**src/rtl/serial_time_and_light_command_parser_core_assert.svh**
```systemverilog
// Assertion macros shared by the parser modules.
`ifndef SERIAL_TIME_AND_LIGHT_COMMAND_PARSER_CORE_ASSERT_SVH
`define SERIAL_TIME_AND_LIGHT_COMMAND_PARSER_CORE_ASSERT_SVH

// Condition implies a consequence in the same cycle.
`define SCP_ASSERT_SAME(label, ante, cons, msg) \
   label: assert property (@(posedge clock) disable iff (reset) (ante) |-> (cons)) \
      else $error(msg);

// Condition implies a consequence in the next cycle.
`define SCP_ASSERT_NEXT(label, ante, cons, msg) \
   label: assert property (@(posedge clock) disable iff (reset) (ante) |=> (cons)) \
      else $error(msg);

`endif

```
**src/rtl/scp_pkg.sv**
```systemverilog
// Types, character codes and status codes of the time and light command parser.
package scp_pkg;

   localparam logic [7:0] CHAR_NUL   = 8'h00;
   localparam logic [7:0] CHAR_MINUS = 8'h2D;
   localparam logic [7:0] CHAR_ZERO  = 8'h30;
   localparam logic [7:0] CHAR_NINE  = 8'h39;
   localparam logic [7:0] CHAR_UP_A  = 8'h41;
   localparam logic [7:0] CHAR_UP_Z  = 8'h5A;
   localparam logic [7:0] CHAR_LO_A  = 8'h61;
   localparam logic [7:0] CHAR_LO_Z  = 8'h7A;
   localparam logic [7:0] CHAR_R     = 8'h52;
   localparam logic [7:0] CHAR_Y     = 8'h59;
   localparam logic [7:0] CHAR_G     = 8'h47;
   localparam logic [7:0] CHAR_X     = 8'h58;

   localparam int TIME_DIGITS = 6;
   localparam int QUEUE_DEPTH = 4;

   localparam logic [6:0]  MAX_HOUR      = 7'd23;
   localparam logic [6:0]  MAX_MIN_SEC   = 7'd59;
   localparam logic [16:0] SECS_PER_HOUR = 17'd3600;
   localparam logic [16:0] SECS_PER_MIN  = 17'd60;

   // Time command error codes.
   localparam logic [1:0] TERR_NONE     = 2'd0;
   localparam logic [1:0] TERR_LENGTH   = 2'd1;
   localparam logic [1:0] TERR_MINUS    = 2'd2;
   localparam logic [1:0] TERR_NONDIGIT = 2'd3;

   // Light command error codes.
   localparam logic [2:0] LERR_NONE      = 3'd0;
   localparam logic [2:0] LERR_DIGIT     = 3'd1;
   localparam logic [2:0] LERR_LOWER     = 3'd2;
   localparam logic [2:0] LERR_NONLETTER = 3'd3;
   localparam logic [2:0] LERR_BADLETTER = 3'd4;
   localparam logic [2:0] LERR_EMPTY     = 3'd5;

   // Result status codes.
   localparam logic [3:0] ST_OK         = 4'd0;
   localparam logic [3:0] ST_LENGTH     = 4'd1;
   localparam logic [3:0] ST_MINUS      = 4'd2;
   localparam logic [3:0] ST_NONDIGIT   = 4'd3;
   localparam logic [3:0] ST_RANGE      = 4'd4;
   localparam logic [3:0] ST_ZERO       = 4'd5;
   localparam logic [3:0] ST_EMPTY      = 4'd6;
   localparam logic [3:0] ST_DIGIT      = 4'd7;
   localparam logic [3:0] ST_LOWER      = 4'd8;
   localparam logic [3:0] ST_NONLETTER  = 4'd9;
   localparam logic [3:0] ST_BADLETTER  = 4'd10;

   // Everything the back end needs to finish one framed command.
   typedef struct packed {
      logic       is_time;
      logic [1:0] time_err;
      logic [6:0] hours;
      logic [6:0] minutes;
      logic [6:0] seconds;
      logic [2:0] light_err;
   } frame_type;

   // First light error that one byte raises, if any.
   function automatic logic [2:0] light_code(input logic [7:0] b);
      logic [2:0] code;
      if (b inside {[CHAR_ZERO:CHAR_NINE]}) begin
         code = LERR_DIGIT;
      end else if (b inside {[CHAR_LO_A:CHAR_LO_Z]}) begin
         code = LERR_LOWER;
      end else if (!(b inside {[CHAR_UP_A:CHAR_UP_Z]})) begin
         code = LERR_NONLETTER;
      end else if (!(b inside {CHAR_R, CHAR_Y, CHAR_G})) begin
         code = LERR_BADLETTER;
      end else begin
         code = LERR_NONE;
      end
      return code;
   endfunction

endpackage

```
**src/rtl/scp_front.sv**
```systemverilog
// Front end: takes bytes, runs the per-byte checks and frames commands on 'X'.
module scp_front #(
   parameter int MAX_CHARS = 127
) (
   input  logic                clock,
   input  logic                reset,
   input  logic                in_valid,
   input  logic [7:0]          in_byte,
   output logic                out_push,
   output scp_pkg::frame_type  out_frame
);
   import scp_pkg::*;

   localparam int CountW = $clog2(MAX_CHARS + 1);

   logic [CountW-1:0] count_ff, count_in;
   logic              ended_ff, ended_in;
   logic              first_zero_ff, first_zero_in;
   logic [1:0]        terr_ff, terr_in;
   logic [6:0]        hours_ff, hours_in;
   logic [6:0]        minutes_ff, minutes_in;
   logic [6:0]        seconds_ff, seconds_in;
   logic [2:0]        lerr_ff, lerr_in;
   logic [6:0]        digit;

   assign digit = 7'(in_byte - CHAR_ZERO);

   always_comb begin
      count_in      = count_ff;
      ended_in      = ended_ff;
      first_zero_in = first_zero_ff;
      terr_in       = terr_ff;
      hours_in      = hours_ff;
      minutes_in    = minutes_ff;
      seconds_in    = seconds_ff;
      lerr_in       = lerr_ff;
      out_push      = 1'b0;

      out_frame.is_time   = first_zero_ff;
      out_frame.time_err  = (!ended_ff && count_ff != CountW'(TIME_DIGITS)) ?
                            TERR_LENGTH : terr_ff;
      out_frame.hours     = hours_ff;
      out_frame.minutes   = minutes_ff;
      out_frame.seconds   = seconds_ff;
      out_frame.light_err = lerr_ff;

      if (in_valid) begin
         if (in_byte == CHAR_X) begin
            if (count_ff != '0) begin
               out_push      = 1'b1;
               count_in      = '0;
               ended_in      = 1'b0;
               first_zero_in = 1'b0;
               terr_in       = TERR_NONE;
               hours_in      = '0;
               minutes_in    = '0;
               seconds_in    = '0;
               lerr_in       = LERR_NONE;
            end
         end else if (count_ff < CountW'(MAX_CHARS)) begin
            count_in = count_ff + 1'b1;
            if (!ended_ff) begin
               if (in_byte == CHAR_NUL) begin
                  // A zero byte closes the text; later bytes only count.
                  ended_in = 1'b1;
                  if (count_ff != CountW'(TIME_DIGITS)) terr_in = TERR_LENGTH;
                  if (count_ff == '0) lerr_in = LERR_EMPTY;
               end else begin
                  if (count_ff == '0 && in_byte == CHAR_ZERO) first_zero_in = 1'b1;
                  if (lerr_ff == LERR_NONE) lerr_in = light_code(in_byte);
                  if (count_ff >= CountW'(TIME_DIGITS)) begin
                     terr_in = TERR_LENGTH;
                  end else if (terr_ff == TERR_NONE) begin
                     if (in_byte == CHAR_MINUS) begin
                        terr_in = TERR_MINUS;
                     end else if (!(in_byte inside {[CHAR_ZERO:CHAR_NINE]})) begin
                        terr_in = TERR_NONDIGIT;
                     end else if (count_ff < CountW'(2)) begin
                        hours_in = 7'(hours_ff * 7'd10 + digit);
                     end else if (count_ff < CountW'(4)) begin
                        minutes_in = 7'(minutes_ff * 7'd10 + digit);
                     end else begin
                        seconds_in = 7'(seconds_ff * 7'd10 + digit);
                     end
                  end
               end
            end
         end
      end
   end

   always_ff @(posedge clock) begin
      if (reset) begin
         count_ff      <= '0;
         ended_ff      <= 1'b0;
         first_zero_ff <= 1'b0;
         terr_ff       <= TERR_NONE;
         hours_ff      <= '0;
         minutes_ff    <= '0;
         seconds_ff    <= '0;
         lerr_ff       <= LERR_NONE;
      end else begin
         count_ff      <= count_in;
         ended_ff      <= ended_in;
         first_zero_ff <= first_zero_in;
         terr_ff       <= terr_in;
         hours_ff      <= hours_in;
         minutes_ff    <= minutes_in;
         seconds_ff    <= seconds_in;
         lerr_ff       <= lerr_in;
      end
   end

endmodule

```
**src/rtl/scp_queue.sv**
```systemverilog
// Short queue of framed commands between the front end and the back end.
`include "serial_time_and_light_command_parser_core_assert.svh"

module scp_queue (
   input  logic                clock,
   input  logic                reset,
   input  logic                push,
   input  scp_pkg::frame_type  push_frame,
   output logic                full,
   input  logic                pop,
   output scp_pkg::frame_type  head_frame,
   output logic                empty
);
   import scp_pkg::*;

   localparam int PtrW = $clog2(QUEUE_DEPTH);
   localparam int CntW = $clog2(QUEUE_DEPTH + 1);

   frame_type        slots_ff [QUEUE_DEPTH];
   logic [PtrW-1:0]  wr_ptr_ff, wr_ptr_in;
   logic [PtrW-1:0]  rd_ptr_ff, rd_ptr_in;
   logic [CntW-1:0]  count_ff, count_in;
   logic             do_push, do_pop;

   assign full       = (count_ff == CntW'(QUEUE_DEPTH));
   assign empty      = (count_ff == '0);
   assign head_frame = slots_ff[rd_ptr_ff];
   assign do_push    = push && !full;
   assign do_pop     = pop && !empty;

   always_comb begin
      wr_ptr_in = wr_ptr_ff;
      rd_ptr_in = rd_ptr_ff;
      count_in  = count_ff;
      if (do_push) begin
         wr_ptr_in = (wr_ptr_ff == PtrW'(QUEUE_DEPTH - 1)) ? '0 : wr_ptr_ff + 1'b1;
      end
      if (do_pop) begin
         rd_ptr_in = (rd_ptr_ff == PtrW'(QUEUE_DEPTH - 1)) ? '0 : rd_ptr_ff + 1'b1;
      end
      if (do_push && !do_pop) begin
         count_in = count_ff + 1'b1;
      end else if (do_pop && !do_push) begin
         count_in = count_ff - 1'b1;
      end
   end

   always_ff @(posedge clock) begin
      if (reset) begin
         wr_ptr_ff <= '0;
         rd_ptr_ff <= '0;
         count_ff  <= '0;
      end else begin
         wr_ptr_ff <= wr_ptr_in;
         rd_ptr_ff <= rd_ptr_in;
         count_ff  <= count_in;
      end
   end

   always_ff @(posedge clock) begin
      if (do_push) begin
         slots_ff[wr_ptr_ff] <= push_frame;
      end
   end

   `SCP_ASSERT_SAME(a_count_bound, 1'b1, count_ff <= CntW'(QUEUE_DEPTH), "queue count overflow")
   `SCP_ASSERT_SAME(a_push_not_full, push, !full, "frame pushed into a full queue")
   `SCP_ASSERT_NEXT(a_count_up, do_push && !do_pop, count_ff == $past(count_ff) + 1'b1, "lost push")

endmodule

```
**src/rtl/scp_back.sv**
```systemverilog
// Back end: range check, seconds total and status of one framed command.
`include "serial_time_and_light_command_parser_core_assert.svh"

module scp_back (
   input  logic                clock,
   input  logic                reset,
   input  logic                q_empty,
   input  scp_pkg::frame_type  q_frame,
   output logic                q_pop,
   output logic                rsp_empty,
   input  logic                rsp_pop,
   output logic                rsp_is_time,
   output logic [3:0]          rsp_status,
   output logic [16:0]         rsp_total_seconds
);
   import scp_pkg::*;

   logic        valid_ff, valid_in;
   logic        is_time_ff;
   logic [3:0]  status_ff, status_in;
   logic [16:0] total_ff, total_in;
   logic [16:0] secs;
   logic        out_of_range;
   logic        time_kind_ok;
   logic        light_kind_ok;
   logic        time_ok_held;

   // The output register frees up when it is empty or being read this cycle.
   assign q_pop    = !q_empty && (!valid_ff || rsp_pop);
   assign valid_in = q_pop || (valid_ff && !rsp_pop);

   assign out_of_range = (q_frame.hours > MAX_HOUR) || (q_frame.minutes > MAX_MIN_SEC) ||
                         (q_frame.seconds > MAX_MIN_SEC);
   assign secs = 17'(17'(q_frame.hours) * SECS_PER_HOUR) +
                 17'(17'(q_frame.minutes) * SECS_PER_MIN) + 17'(q_frame.seconds);

   always_comb begin
      status_in = ST_OK;
      total_in  = '0;
      if (q_frame.is_time) begin
         case (q_frame.time_err)
            TERR_LENGTH:   status_in = ST_LENGTH;
            TERR_MINUS:    status_in = ST_MINUS;
            TERR_NONDIGIT: status_in = ST_NONDIGIT;
            default: begin
               if (out_of_range) begin
                  status_in = ST_RANGE;
               end else if (secs == '0) begin
                  status_in = ST_ZERO;
               end else begin
                  total_in = secs;
               end
            end
         endcase
      end else begin
         case (q_frame.light_err)
            LERR_DIGIT:     status_in = ST_DIGIT;
            LERR_LOWER:     status_in = ST_LOWER;
            LERR_NONLETTER: status_in = ST_NONLETTER;
            LERR_BADLETTER: status_in = ST_BADLETTER;
            LERR_EMPTY:     status_in = ST_EMPTY;
            default:        status_in = ST_OK;
         endcase
      end
   end

   always_ff @(posedge clock) begin
      if (reset) begin
         valid_ff <= 1'b0;
      end else begin
         valid_ff <= valid_in;
      end
   end

   always_ff @(posedge clock) begin
      if (q_pop) begin
         is_time_ff <= q_frame.is_time;
         status_ff  <= status_in;
         total_ff   <= total_in;
      end
   end

   assign rsp_empty         = !valid_ff;
   assign rsp_is_time       = is_time_ff;
   assign rsp_status        = status_ff;
   assign rsp_total_seconds = total_ff;

   assign time_kind_ok  = is_time_ff && (status_ff <= ST_ZERO);
   assign light_kind_ok = !is_time_ff &&
                          (status_ff == ST_OK || status_ff inside {[ST_EMPTY:ST_BADLETTER]});
   assign time_ok_held  = valid_ff && is_time_ff && (status_ff == ST_OK);

   `SCP_ASSERT_SAME(a_light_no_secs, valid_ff && !is_time_ff, total_ff == '0, "light with secs")
   `SCP_ASSERT_SAME(a_time_ok_secs, time_ok_held, total_ff != '0, "good time without seconds")
   `SCP_ASSERT_SAME(a_status_kind, valid_ff, time_kind_ok || light_kind_ok, "status off kind")

endmodule

```
**src/rtl/serial_time_and_light_command_parser_core.sv**
```systemverilog
// Top level of the serial time and light command parser.
//
//   Channel   Direction  Handshake          Beat contents
//   req_      in         req_push/req_full  req_data_byte (one received byte)
//   rsp_      out        rsp_pop/rsp_empty  rsp_is_time, rsp_status, rsp_total_seconds
//
// The block takes one byte per cycle while the frame queue is not full. The
// frame of a command is written into the frame queue at the edge that accepts
// its framing 'X' beat. It moves into the back-end output register once that
// register is free and nothing waits ahead of it, and shows on the rsp_ ports.
// Reset is synchronous and clears the byte checks, the queue and the output.
// When the reader stops popping, the output register holds its beat and up to
// four framed commands wait in the queue; only then does req_full rise.
module serial_time_and_light_command_parser_core #(
   parameter int MAX_CHARS = 127
) (
   input  logic        clock,
   input  logic        reset,
   input  logic        req_push,
   output logic        req_full,
   input  logic [7:0]  req_data_byte,
   output logic        rsp_empty,
   input  logic        rsp_pop,
   output logic        rsp_is_time,
   output logic [3:0]  rsp_status,
   output logic [16:0] rsp_total_seconds
);
   import scp_pkg::*;

   logic      req_accept;
   logic      frame_push;
   frame_type frame_in;
   frame_type frame_head;
   logic      queue_full;
   logic      queue_empty;
   logic      queue_pop;

   // Input stalls only when the frame queue is full. This is conservative:
   // only an 'X' beat pushes, but it keeps the accept path a single gate.
   assign req_full   = queue_full;
   assign req_accept = req_push && !queue_full;

   // The front end keeps the running time and light checks for the command
   // being received and emits one frame for each 'X' that ends stored text.
   scp_front #(
      .MAX_CHARS (MAX_CHARS)
   ) u_front (
      .clock     (clock),
      .reset     (reset),
      .in_valid  (req_accept),
      .in_byte   (req_data_byte),
      .out_push  (frame_push),
      .out_frame (frame_in)
   );

   // The queue decouples byte intake from result delivery.
   scp_queue u_queue (
      .clock      (clock),
      .reset      (reset),
      .push       (frame_push),
      .push_frame (frame_in),
      .full       (queue_full),
      .pop        (queue_pop),
      .head_frame (frame_head),
      .empty      (queue_empty)
   );

   // The back end finishes each frame: range check, seconds total and the
   // final status code, registered for the reader.
   scp_back u_back (
      .clock             (clock),
      .reset             (reset),
      .q_empty           (queue_empty),
      .q_frame           (frame_head),
      .q_pop             (queue_pop),
      .rsp_empty         (rsp_empty),
      .rsp_pop           (rsp_pop),
      .rsp_is_time       (rsp_is_time),
      .rsp_status        (rsp_status),
      .rsp_total_seconds (rsp_total_seconds)
   );

endmodule

```
**config.mk**
```make
export PLATFORM = sky130hd
export DESIGN_NAME = serial_time_and_light_command_parser_core
export DESIGN_NICKNAME = d
export VERILOG_FILES = /design/src/rtl/scp_pkg.sv /design/src/rtl/scp_front.sv /design/src/rtl/scp_queue.sv /design/src/rtl/scp_back.sv /design/src/rtl/serial_time_and_light_command_parser_core.sv
export VERILOG_INCLUDE_DIRS = /design/src /design/src/rtl
export SDC_FILE = /design/constraint.sdc
export NUM_CORES = 1
export LEC_CHECK = 0
export BUFFER_PORTS_ARGS = -buffer_cell sky130_fd_sc_hd__buf_2
export CORE_AREA = 2 2 139 141
export CTS_CLUSTER_SIZE = 25
export DETAILED_ROUTE_END_ITERATION = 7
export DIE_AREA = 0 0 141 143
export GPL_ROUTABILITY_DRIVEN = 0
export PLACE_DENSITY = 0.84
export SLEW_MARGIN = 20
export SYNTH_ARGS = -nofsm -noshare
export SYNTH_HDL_FRONTEND = slang
export SYNTH_SLANG_ARGS = --single-unit
```
**constraint.sdc**
```tcl
create_clock -name clock -period 7.4 [get_ports clock]
set_input_delay 0.74 -clock clock [delete_from_list [all_inputs] [get_ports clock]]
set_output_delay 0.74 -clock clock [all_outputs]
set_load 0.02 [all_outputs]
```
== After elaboration in Yosys (flattened, before gate mapping) ==
Memories as Yosys holds them, arrays and structs flattened. A register that Yosys moved wholly into a read port is not among the register bits.
Cells that the tools add are included.
Storage, ports and cells
  register bits after elaboration: 65
  memory bits (writable): 108
  input port bits: 12
  output and inout port bits: 24
  word-level logic and storage cells: 202
  memories kept: 1
Memories
  u_queue.slots_ff: depth 4, bits a word 27, rd ports 1, clocked after memory_dff 1, wr ports 1, line scp_queue.sv:19  | frame_type slots_ff [QUEUE_DEPTH];
Operators by class
  add/sub/neg operators: 11
  multiply operators: 5
  magnitude comparators: 13
  equality and inequality tests: 28
  multiplexer cells: 80
  bitwise gates (word level): 1
  reduce and logical (&&, ||, !) cells: 48
Operators with widths (count)
  $mux 7: 32
  $mux 3: 14
  $eq 8x7->1 const B: 4
  $mux 2: 15
  $reduce_and 11->1: 2
  $add 7x7->7: 3
  $mul 7x3->6 const B: 3
  $pmux 4 s5: 1
  $add 17x13->17: 1
  $add 17x7->17: 1
  $logic_not 17->1: 1
  $eq 8x6->1 const B: 2
  $ge 8x7->1 const B: 2
  $le 8x7->1 const B: 2
  $mux 1: 15
  $gt 7x6->1 const B: 2
  $reduce_bool 2->1: 7
  $mul 7x8->13 const B: 1
  $logic_and 1x1->1: 12
  $pmux 4 s3: 1
  $reduce_and 6->1: 2
  $mul 7x4->11 const B: 1
  $ne 2x1->1 const B: 5
  $reduce_and 10->1: 1
  other kinds (35): 56

== Logic depth before layout (Yosys ltp) ==
  word-level depth: 12
  mapped depth: 25
  mapped depth without buffers: 22

== Cells and area by module ==
From an unflattened synthesis, not the netlist that was laid out.
Second synthesis, totals
  cell total of the unflattened synthesis: 864
  area total of the unflattened synthesis: 10620.2 µm²
Modules (own cells, without submodules)
  scp_queue: times used 1, cells each 191, area an instance 4399.2 µm², seq. area each 3423.3 µm²
  scp_back: times used 1, cells each 339, area an instance 3290.7 µm², seq. area each 680.7 µm²
  scp_front: times used 1, cells each 333, area an instance 2916.5 µm², seq. area each 700.7 µm²
  serial_time_and_light_command_parser_core: times used 1, cells each 1, area an instance 13.8 µm², seq. area each 0.0 µm²

== Worst setup path after synthesis ==
Ideal clock, no wire load.
  kind: register to register
  from: register (tool-made name)
  to: register u_back.total_ff[0], in the netlist u_back.rsp_total_seconds[0], data pin
  setup time: 255 ps
  arrival: 5949 ps
  path slack: 1197 ps
  cell stages (with the launch flop): 24
  path buffers: 3
  cell sequence: dfxtp_1 buf_2 clkbuf_1 clkbuf_1 mux4_2 inv_1 fa_1 fa_1 inv_1 ha_1 a21oi_1 o21bai_1 a21oi_1 o21ai_0 xor2_1 ha_1 ha_1 a211o_1 a2111oi_0 a211o_1 o211ai_1 nor4_2 a31oi_4 and2_1
RTL lines
  end signal: assignment: line scp_back.sv:79  | total_ff <= total_in;
  end: declaration: line scp_back.sv:21  | logic [16:0] total_ff, total_in;

==> metrics <==
area of the multi-input gates=5390 um^2; Cells after Synth=880; Yosys Warn Count=0; vias in the first global route=about 6800; via-per-instance ratio=5.86; Routed WL=20.6 mm; setup ws final=~0.91 ns; core area=approximately 19000 um^2; Post-DRT Antenna Nets=0; Synth async-reset ratio=0%; row cnt=50; reg2reg setup slack=0.91 ns; Yosys cell types=slightly below 80; Area contributors post-synth=edfxtp_1 37%, ha_1 13%, dfxtp_1 8.4%; RSZ-0062 raised after global routing=false; grt total ovfl=0; 1st-pass router iterations=5; Seq. cell area=4810 um^2; setup_tns=0 ns; Post-Route Utilization=62.5%; initial antenna violation count=0; period utilization=87.7%; CTS root buffer=clkbuf_16; Yosys reg bits=roughly 180; status=finished, final reports clean; FILL cells=1366; GRT Util Overall=21.4%; Worst EP required=around 7.6 ns; Slew Limit Fails=0; Die Area=between 20000 and 25000 um^2; fraction of layout cells with a size suffix above 1=between 10% and 20%; DR iter-0 viols=332; leading area contributor after synthesis=edfxtp_1; CTS tree=yes; clock sinks=175; CP endpoint=u_back.rsp_total_seconds[3]; DRC=0; fmax=about 0.15 GHz; MaxCap Viol Count=0; reg2reg end=u_back.rsp_total_seconds[3]; fin cells=1160; Syn Nets=1030; Port Buf Inserts=35; hold buffer count at CTS=0; CP Data Arrival Time=roughly 6.7 ns; most common cell after layout, fill and taps aside=edfxtp_1; Setup CP Type=register to register; DR vias=around 6800; Final HPWL DP=14.5 mm; Clock Path Buffers=2; Diodes inserted=0; HP Class=register to register; Fin. Hold Viols=0; CP endpoint kind=register; Slew @ Worst Pin=0.839 ns; Initial Util=around 57%; Avg Cell Area, Syn=12.1 um^2; final setup violation count=0; worst-path fanout max=15; R2R cell count=19; # nets final=between 1000 and 1500; skew final=roughly 0.013 ns; postcts setup bufs=0; largest net degree at the start of global routing=44; first-pass GRT wire length=33.8 mm; clk slew on worst S/H paths=0.07 ns; # IOs=36; Cell Area, Synth=10700 um^2; Min Clock Period, post-route=6.49 ns; post-CTS sizing=0; top cell type's share of synthesized area=36.6%; Die Y=143 um; Post-synth EDFFs=130; Seq/Total Area, Yosys=45.0%; Startpoint Class=register; H-tree levels=4; clock latency on the worst-skew pair=0.43 ns; Place WS=0.878 ns; Routed WL per cell=17.7 um; Worst slew margin=44.1%; placed cell count=1128; commonest cells after routing, fill and taps aside=130 x edfxtp_1, 111 x ha_1, 85 x inv_1; Syn-to-layout area delta=8.81%; Synth Flop Type=edfxtp_1; width of the die=about 140 um; CTS buffer count=17
==> metal layers <==
metal	GRT usage [%]	up-vias	share of wire, %	wire length (um)
li1	-	3273	-	-
met1	27.1	3325	43	8860
met2	38.2	180	51	10500
met3	3.25	24	4.1	838
met4	6.63	0	1.7	359
met5	0	-	0	0
==> worst min-delay path by stage <==
| stage | start | to | slack, ns | cells after the start |
|---|---|---|---|---|
| floorplan | u_back.valid_ff | u_back.valid_ff | 0.44 | 2 |
| global placement | u_back.valid_ff | u_back.valid_ff | 0.46 | 2 |
| detailed placement | u_back.valid_ff | u_back.valid_ff | 0.48 | 2 |
| CTS | u_back.valid_ff | u_back.valid_ff | 0.49 | 2 |
| global route | u_back.valid_ff | u_back.valid_ff | 0.51 | 2 |
| finish | u_back.valid_ff | u_back.valid_ff | 0.49 | 2 |
==> final cells by class <==
| cell class | instances | area share (%) |
|---|---|---|
| clock buffers | 19 | 3.99 |
| repair buffers | 43 | 2.02 |
| clock inverters | 13 | 1.01 |
| well taps | 234 | 2.52 |
| inverters | 85 | 2.75 |
| multi-input cells | 591 | 46.4 |
| flip-flops and latches | 175 | 41.4 |
==> flip-flops by register name, indices dropped and copies added (netlist names), 2 cells and up, named ones only <==
name and count:
u_queue.slots_ff 108, u_back.rsp_total_seconds 17, u_front.count_ff 7, u_front.hours_ff 7, u_front.minutes_ff 7, u_front.seconds_ff 7, u_back.rsp_status 4, u_front.lerr_ff 3
u_queue.count_ff 3, u_front.terr_ff 2, u_queue.rd_ptr_ff 2, u_queue.wr_ptr_ff 2
==> critical path, stage by stage (launching register included) <==
cell and delay, ns:
dfxtp_2 0.66, buf_4 0.37, mux4_2 0.64, inv_1 0.22, fa_1 0.45, fa_1 0.52, inv_1 0.04, ha_1 0.33
inv_1 0.08, o21bai_1 0.08, a21oi_1 0.23, xnor2_1 0.15, ha_1 0.25, ha_1 0.45, nor4b_1 0.21, a2111oi_0 0.59
o2111ai_1 0.25, nor4_2 0.33, a31oi_4 0.18, and2_1 0.21
==> cell usage after synthesis (3+ instances only) <==
| master | n |
|---|---|
| buf_2 | 7 |
| inv_1 | 85 |
| a21oi_1 | 43 |
| o21ai_0 | 8 |
| nor3b_1 | 4 |
| nand2b_1 | 7 |
| o21ai_1 | 4 |
| a31oi_1 | 7 |
| dfxtp_1 | 45 |
| xnor2_1 | 34 |
| and4_1 | 3 |
| ha_1 | 111 |
| mux4_2 | 27 |
| nor4b_1 | 5 |
| nor2b_1 | 5 |
| a21o_1 | 17 |
| nor4_1 | 6 |
| and2_1 | 12 |
| o21a_1 | 3 |
| a21oi_4 | 3 |
| xor2_1 | 18 |
| o21bai_1 | 5 |
| nand2_1 | 22 |
| and3_1 | 11 |
| clkbuf_1 | 14 |
| nor2_1 | 71 |
| nand4_1 | 10 |
| fa_1 | 27 |
| buf_6 | 7 |
| a211oi_1 | 10 |
| a211o_1 | 4 |
| nor3_1 | 19 |
| nand3_1 | 13 |
| mux2i_1 | 20 |
| edfxtp_1 | 130 |
| a22oi_1 | 4 |
==> through the flow <==
stage | hold slack (ns) | instance area, um^2
after floorplan | 0.443 | 10700
after detailed placement | 0.483 | 11000
after global routing | 0.509 | 11600
final | 0.489 | 11600
after CTS | 0.491 | 11600
after global placement | 0.464 | 11000
==> cell families (layout without fill, tap and decap cells) <==
| logic type | after synthesis | after routing | share of synthesized area, % |
|---|---|---|---|
| flip-flops | 175 | 175 | 45.0 |
| adder cells (fa/ha/maj) | 138 | 138 | 18.1 |
| AO/OA/AOI/OAI | 133 | 133 | 8.74 |
| multiplexers | 51 | 51 | 8.02 |
| AND/OR/NAND/NOR | 217 | 217 | 11.3 |
| XOR/XNOR | 52 | 52 | 4.26 |
| buffers and inverters | 114 | 160 | 4.62 |
Power is not shown: default switching activity piles up to over one toggle a cycle in this logic, so the estimate is an artifact.
